File: config.mk
export PLATFORM = sky130hd
export DESIGN_NAME = sws_ctrl
export DESIGN_NICKNAME = d
export VERILOG_FILES = /design/src/hw/rtl/sws_pkg.sv /design/src/hw/rtl/sws_ctrl.sv
export SDC_FILE = /design/constraint.sdc
export NUM_CORES = 1
export LEC_CHECK = 0
export BUFFER_PORTS_ARGS = -buffer_cell sky130_fd_sc_hd__buf_2
export CAP_MARGIN = 25
export CORE_MARGIN = 8
export CORE_UTILIZATION = 56
export CTS_CLUSTER_DIAMETER = 100
export DETAILED_ROUTE_END_ITERATION = 10
export PLACE_DENSITY = 0.83
export SLEW_MARGIN = 10
export SYNTH_ARGS = -nofsm -noshare
export SYNTH_HDL_FRONTEND = slang
export SYNTH_SLANG_ARGS = --single-unit
File: constraint.sdc
create_clock -name clk -period 4.45 [get_ports clk]
set_input_delay 0 -clock clk [delete_from_list [all_inputs] [get_ports clk]]
set_output_delay 0 -clock clk [all_outputs]
set_load 0.005 [all_outputs]
File: src/hw/rtl/sws_pkg.sv
// Shared types and codes for the sliding window sorter.
package sws_pkg;

	// Fixed widths of the stream fields.
	localparam int unsigned FIELD_BITS = 32;
	localparam int unsigned S_DATA_BITS = 64;
	localparam int unsigned M_DATA_BITS = 64;
	localparam int unsigned CFG_DATA_BITS = 6;

	typedef enum logic [0:0] {
		OP_PUSH = 1'b0,
		OP_END  = 1'b1
	} opcode_t;

	typedef enum logic [1:0] {
		KIND_ORDERED = 2'd0,
		KIND_PASSED  = 2'd1,
		KIND_HALT    = 2'd2
	} kind_t;

	typedef enum logic [0:0] {
		REG_WINDOW_SIZE = 1'b0,
		REG_SOFT_BREAK  = 1'b1
	} reg_index_t;

	typedef enum logic [2:0] {
		DP_HOLD       = 3'd0,
		DP_INSERT     = 3'd1,
		DP_INSERT_REL = 3'd2,
		DP_POP        = 3'd3,
		DP_PASS       = 3'd4
	} dp_op_t;

	typedef struct packed {
		dp_op_t op;
		logic   load_out;
		kind_t  kind;
		logic   last;
	} dp_cmd_t;

	typedef struct packed {
		logic pos_zero;
	} dp_status_t;

endpackage

File: src/hw/rtl/sws_ctrl.sv
// Controller: configuration registers, fill count, halt flag and the push/drain state machine.
module sws_ctrl #(
	parameter int unsigned WINDOW_MAX = 32,
	parameter int unsigned FILL_BITS  = 6
) (
	input  logic                              clk,
	input  logic                              arst_n,
	input  logic                              cfg_valid,
	output logic                              cfg_ready,
	input  logic [0:0]                        cfg_index,
	input  logic [sws_pkg::CFG_DATA_BITS-1:0] cfg_data,
	input  logic                              in_valid,
	output logic                              in_ready,
	input  logic                              in_opcode,
	output logic                              out_valid,
	input  logic                              out_ready,
	output sws_pkg::dp_cmd_t                  cmd,
	output logic [FILL_BITS-1:0]              fill,
	input  sws_pkg::dp_status_t               status
);

	typedef enum logic [1:0] {
		ST_IDLE  = 2'b01,
		ST_DRAIN = 2'b10
	} state_t;

	state_t state_q, state_d;
	logic [sws_pkg::CFG_DATA_BITS-1:0] window_size_q;
	logic soft_break_q;
	logic [FILL_BITS-1:0] fill_q, fill_d;
	logic halted_q, halted_d;
	logic out_valid_q;
	logic [FILL_BITS-1:0] eff_size;
	logic out_free, accept, over_full;

	always_comb begin
		if (window_size_q == '0) begin
			eff_size = FILL_BITS'(1);
		end else if ({1'b0, window_size_q} > 7'(WINDOW_MAX)) begin
			eff_size = FILL_BITS'(WINDOW_MAX);
		end else begin
			eff_size = FILL_BITS'(window_size_q);
		end
	end

	assign out_free = !out_valid_q || out_ready;
	assign in_ready = (state_q == ST_IDLE) && out_free;
	assign accept = in_valid && in_ready;
	assign over_full = fill_q >= eff_size;
	assign cfg_ready = 1'b1;

	always_comb begin
		state_d = state_q;
		fill_d = fill_q;
		halted_d = halted_q;
		cmd.op = sws_pkg::DP_HOLD;
		cmd.load_out = 1'b0;
		cmd.kind = sws_pkg::KIND_ORDERED;
		cmd.last = 1'b1;
		case (state_q)
			ST_IDLE: begin
				if (accept && !halted_q) begin
					if (in_opcode == sws_pkg::OP_END) begin
						if (fill_q != '0) begin
							state_d = ST_DRAIN;
						end
					end else if (over_full && fill_q != '0 && status.pos_zero) begin
						// The new item is below everything held: the window was too small.
						cmd.op = sws_pkg::DP_PASS;
						cmd.load_out = 1'b1;
						if (soft_break_q) begin
							cmd.kind = sws_pkg::KIND_PASSED;
						end else begin
							cmd.kind = sws_pkg::KIND_HALT;
							halted_d = 1'b1;
						end
					end else if (over_full) begin
						cmd.op = sws_pkg::DP_INSERT_REL;
						cmd.load_out = 1'b1;
					end else begin
						cmd.op = sws_pkg::DP_INSERT;
						fill_d = fill_q + FILL_BITS'(1);
					end
				end
			end
			ST_DRAIN: begin
				if (out_free) begin
					cmd.op = sws_pkg::DP_POP;
					cmd.load_out = 1'b1;
					cmd.last = (fill_q == FILL_BITS'(1));
					fill_d = fill_q - FILL_BITS'(1);
					if (fill_q == FILL_BITS'(1)) begin
						state_d = ST_IDLE;
					end
				end
			end
			default: begin
				state_d = ST_IDLE;
			end
		endcase
	end

	always_ff @(posedge clk or negedge arst_n) begin
		if (!arst_n) begin
			state_q <= ST_IDLE;
			fill_q <= '0;
			halted_q <= 1'b0;
			out_valid_q <= 1'b0;
		end else begin
			state_q <= state_d;
			fill_q <= fill_d;
			halted_q <= halted_d;
			if (cmd.load_out) begin
				out_valid_q <= 1'b1;
			end else if (out_ready) begin
				out_valid_q <= 1'b0;
			end
		end
	end

	always_ff @(posedge clk or negedge arst_n) begin
		if (!arst_n) begin
			window_size_q <= sws_pkg::CFG_DATA_BITS'(8);
			soft_break_q <= 1'b0;
		end else if (cfg_valid && cfg_ready) begin
			case (cfg_index)
				sws_pkg::REG_WINDOW_SIZE: window_size_q <= cfg_data;
				sws_pkg::REG_SOFT_BREAK: soft_break_q <= cfg_data[0];
				default: begin
				end
			endcase
		end
	end

	assign out_valid = out_valid_q;
	assign fill = fill_q;

endmodule

# After elaboration in Yosys (flattened, before gate mapping)
# Index checks and enable logic that the tools add are counted.
# W data, S select, Z words.
op_classes:
  n_addsub: 2
  magnitude_cmp: 2
  eq_ne: 11
  muxes: 28
  bitwise: 3
  reduce_logical: 17
op_table:
  columns: ["operator", "n"]
  rows:
  - ["$mux W6", 9]
  - ["$mux W2", 9]
  - ["$ne A2 B2 Y1 const B", 6]
  - ["$pmux W6 S2", 1]
  - ["$reduce_and A5 Y1", 2]
  - ["$pmux W4 S2", 1]
  - ["$add A6 B1 Y6 const B", 1]
  - ["$eq A6 B1 Y1 const B", 1]
  - ["$ge A6 B6 Y1", 1]
  - ["$gt A6 B6 Y1 const B", 1]
  - ["$logic_not A6 Y1", 1]
  - ["$reduce_and A6 Y1", 1]
  - ["$reduce_bool A6 Y1", 1]
  - ["$sub A6 B1 Y6 const B", 1]
  - ["$logic_and A1 B1 Y1", 5]
  - ["$mux W1", 5]
  - ["$mux W4", 1]
  - ["$ne A2 B1 Y1 const B", 2]
  - ["$pmux W2 S2", 1]
  - ["$reduce_and A2 Y1", 2]
  - ["$reduce_bool A2 Y1", 2]
  - ["$mux W3", 1]
  - ["$not A1 Y1", 3]
  - ["$eq A2 B1 Y1 const B", 1]
  - ["other kinds (3)", 4]
word_totals:
  ff_bits: 17
  output_inout_bits: 16

# Logic depth before layout (Yosys ltp)
depth:
  ltp_word: 11
  ltp_mapped: 9
  depth_no_buf: 9

# Worst setup path after synthesis
# No wires, ideal clock.
synth_path:
  path_type: "reg2reg"
  startpoint: "register window_size_q[1] in the netlist's numbering"
  endpoint: "register fill_q[1], in the netlist fill[1]"
  setup_time_ns: 0.071
  arrival_ns: 1.987
  t_required_ns: 4.379
  slack_ns: 2.392
  path_stages_with_launch: 10
  path_buffers: 0
  synth_period_minus_slack_ns: 2.058
  path_cell_list: "dfrtp_1 -> nor4_1 -> nor2_1 -> nor2_1 -> ha_1 -> nand2b_1 -> a21oi_1 -> o21ai_2 -> or4b_1 -> nand4_1"
synth_via:
  elab_chain_cells: 8
  word_cells_on_any_way: 10
synth_rtl:
  columns: ["item", "line", "rtl"]
  rows:
  - ["from (decl)", "sws_ctrl.sv:28", "logic [sws_pkg::CFG_DATA_BITS-1:0] window_size_q;"]
  - ["from (signal assigned)", "sws_ctrl.sv:123", "window_size_q <= sws_pkg::CFG_DATA_BITS'(8);"]
  - ["from (signal assigned)", "sws_ctrl.sv:127", "sws_pkg::REG_WINDOW_SIZE: window_size_q <= cfg_data;"]
  - ["$gt A6 B6 Y1", "sws_ctrl.sv:39", "end else if ({1'b0, window_size_q} > 7'(WINDOW_MAX)) begin"]
  - ["$mux W6", "sws_ctrl.sv:39", null]
  - ["$mux W6 (*)", "sws_ctrl.sv:37", "if (window_size_q == '0) begin"]
  - ["$ge A6 B6 Y1 (*)", "sws_ctrl.sv:49", "assign over_full = fill_q >= eff_size;"]
  - ["$logic_and A1 B1 Y1 (2 in series)", "sws_ctrl.sv:67", "end else if (over_full && fill_q != '0 && status.pos_zero) begin"]
  - ["$ne A2 B2 Y1 (no line)", null, null]
  - ["$reduce_and A6 Y1 (no line) (*)", null, null]
  - ["to (signal assigned)", "sws_ctrl.sv:111", "fill_q <= fill_d;"]
  - ["to (decl)", "sws_ctrl.sv:30", "logic [FILL_BITS-1:0] fill_q, fill_d;"]
# Every way passes the cells marked *; elsewhere a longest branch is shown, timed or not.
# A chain may end at the register's enable or synchronous reset.

==> results by group <==
Placed design
  – Hpwl dp: roughly 2200 um
  – Routability cong.: 0.863
  – IO buf count: 28

Route
  – Routed Wire Length: about 2800 um
  – Routed WL per cell: approximately 15 um
  – DRT iter0 DRCs: 50
  – DR vias/cell: 5.56
  – Via count: between 1k and 1.5k
  – Post-route DRC: 0
  – Final ANT Viol Nets: 0
  – Pre-antenna DRT Iters: 4

Power and ir drop
  – P per Cell Area: approximately 220 nW/um^2
  – Post-layout power: between 300 and 400 uW
  – Max rail drop VDD: 0.187 mV
  – Static leakage power: between 0.0006 and 0.0007 uW

Logic synthesis
  – Yosys cell types: 42
  – Synth warnings: 0
  – Main area contributors after synthesis: dfrtp_1, ha_1, mux2_2, dfstp_2, nand2_1
  – Syn nets: roughly 150
  – Number of synthesized register bits: 17
  – Top FF cell, synth: dfrtp_1
  – Yosys top cell area share: 31.3%
  – Post-synth EDFFs: 0
  – Seq/Total Area, Yosys: between 30% and 40%
  – Cell taking the most area after synthesis: dfrtp_1
  – Synth top cells by count: dfrtp_1, nand2_1, ha_1, a21oi_1, inv_1
  – Synth async-reset ratio: between 90% and 100%
  – Cell Area, Synth: roughly 1200 sq um
  – Syn Area/Cell: between 9 and 10 sq um
  – Most frequent cell after synthesis: dfrtp_1
  – Post-Synthesis Cells: ~130

GRT
  – First-pass GRT wire length: 4750 um
  – Largest net degree at the start of global routing: 18
  – Total congestion overflow: 0
  – Number of global-route vias before repair: about 1.1k
  – Total GRT Usage: around 14%
  – Initial antenna violation count: 0

STA
  – RSZ-0062 raised after global routing: no
  – Period utilization: a little over half
  – Max Slew Vio Count: 0
  – Slew HR: around 64%
  – Hold Violations, Final: 0
  – Clock skew: 0.00776 ns
  – Period minus WS final: about 2.4 ns
  – Setup TNS Final: 0 ns
  – Final setup vio count: 0
  – Least-Margin Pin Slew: between 0.5 and 0.6 ns
  – FMAX: ~420 MHz

Clock network
  – Cts repair resizes: 0
  – CTS buffer count: 3
  – CTS tree: done
  – Clock Tree Root: clkbuf_4
  – Hold buffers post-CTS: 7
  – Clock transition at path regs: 0.10 ns
  – Depth of the CTS H-tree: 1
  – Clk_lat worst skew: roughly 0.30 ns
  – # Post-CTS Setup Buffers: 0
  – Clock buffer depth: 2
  – CTS Sinks: 17

Die
  – Core Area: around 2000 sq um
  – Die Area: 3880 sq um
  – I/O pins: 30
  – Initial Util: 59.9%
  – Die extent in y: slightly above 60 um
  – Die X: approximately 62 um
  – Row cnt: 16

Layout
  – Area growth from synthesis to layout: 20.4%
  – Register area: around 430 sq um
  – Area of the multi-input gates: 712 sq um
  – Fillers: around 150
  – Nets@finish: between 150 and 200
  – Layout cell share with drive strength beyond 1: between 20 and 30%
  – # diodes: 0

Setup path
  – Setup CP Type: flip-flop to output port
  – Arr. time, crit path: 2.38 ns
  – CP max FO: 4
  – Critical path endpoint category: output port
  – Startpoint Class: flip-flop
  – Worst EP required: about 4.5 ns

Flow run
  – Number of max-cap violations: 0

Run status
  – Status: finished, final reports clean

Min path
  – Hold Path Class: input port to flip-flop
## kinds of logic after synthesis
logic type / synth area share, %
XOR/XNOR: 3.65
AO/OA/AOI/OAI: 14.7
AND/OR/NAND/NOR: 19.6
buffers and inverters: 5.00
other: 0.313
multiplexers: 8.55
flip-flops: 35.7
adder cells (fa/ha/maj): 12.5
## layer usage
| metal | share of wire (%) | vias up | global-route usage (%) | wire, um |
|---|---|---|---|---|
| li1 | - | 523 | - | - |
| met1 | 46 | 484 | 17.2 | 1310 |
| met2 | 46 | 27 | 23.7 | 1310 |
| met3 | 5.7 | 5 | 3.94 | 161 |
| met4 | 1.6 | 0 | 6.55 | 44 |
| met5 | 0 | - | 0 | 0 |
## flip-flops by register name (all words and copies together), names as in the netlist
signal and count:
window_size_q 6, fill 6, out_valid 1, state_q 2, halted_q 1, soft_break_q 1
## cell usage in the layout, fill, tap and decap left out, types with 2 or more instances in the layout
cell type | Yosys | routed
a211oi_1 | 3 | 3
a21oi_1 | 10 | 10
buf_2 | 2 | 28
clkbuf_4 | 0 | 3
dfrtp_1 | 15 | 15
dfstp_2 | 2 | 2
dlygate4sd3_1 | 0 | 7
ha_1 | 12 | 12
inv_1 | 8 | 8
mux2_2 | 6 | 6
mux2i_1 | 2 | 2
nand2_1 | 14 | 14
nand2b_1 | 2 | 2
nand3_1 | 2 | 2
nand4_1 | 5 | 5
nor2_1 | 7 | 7
nor2b_1 | 2 | 2
nor3_1 | 3 | 3
nor4_1 | 2 | 2
o21ai_0 | 2 | 2
xor2_1 | 4 | 4
## power by group
group / internal (uW) / switching, uW / total (uW)
registers: 165 / 7.48 / 172
clock network: 33.5 / 51.0 / 84.5
logic: 27.5 / 29.6 / 57.1
## worst paths after layout
| kind | from | endpoint | slack [ns] | depth (start not counted) |
|---|---|---|---|---|
| max in group asynchronous | arst_n | state_q[0] | 3.98 | 2 |
| min reg2reg | halted_q | halted_q | 0.51 | 2 |
| max reg2reg | window_size_q[1] | fill[1] | 2.22 | 9 |
| min | cfg_valid | soft_break_q | 0.02 | 3 |
| max | window_size_q[1] | cmd[6] | 2.07 | 10 |
| min in group asynchronous | arst_n | fill[1] | 0.15 | 2 |
## cell type report
| cell class | instances | area share, % |
|---|---|---|
| Multi-Input combinational cell | 95 | 49.3 |
| Sequential cell | 17 | 29.6 |
| Timing Repair Buffer | 35 | 14.5 |
| Inverter | 9 | 2.34 |
| Tap cell | 27 | 2.34 |
| Clock buffer | 3 | 1.56 |
| Clock inverter | 1 | 0.346 |
## per-stage QoR
step / utilization (%) / area (sq um) / instances / hold WS [ns] / setup WS [ns]
after floorplan: - / 1200 / 126 / -0.296 / 2.39
after global placement: 67.3 / 1350 / 176 / -0.0614 / 2.32
after detailed placement: 67.3 / 1350 / 176 / -0.0536 / 2.25
after CTS: 72.2 / 1450 / 187 / 0.00901 / 2.06
after global routing: 72.2 / 1450 / 187 / 0.0454 / 1.85
final: 72.2 / 1450 / 187 / 0.0179 / 2.07
## critical path: stages (launching register included)
cell and delay (ns):
dfrtp_1 0.41, nor4_1 0.28, nor2_1 0.06, nor2_1 0.09, ha_1 0.22, nand2b_1 0.14, a21oi_1 0.22, o221ai_1 0.24
nand4_1 0.24, nor2_1 0.05, buf_2 0.13
(Power assumes the default switching activity.)
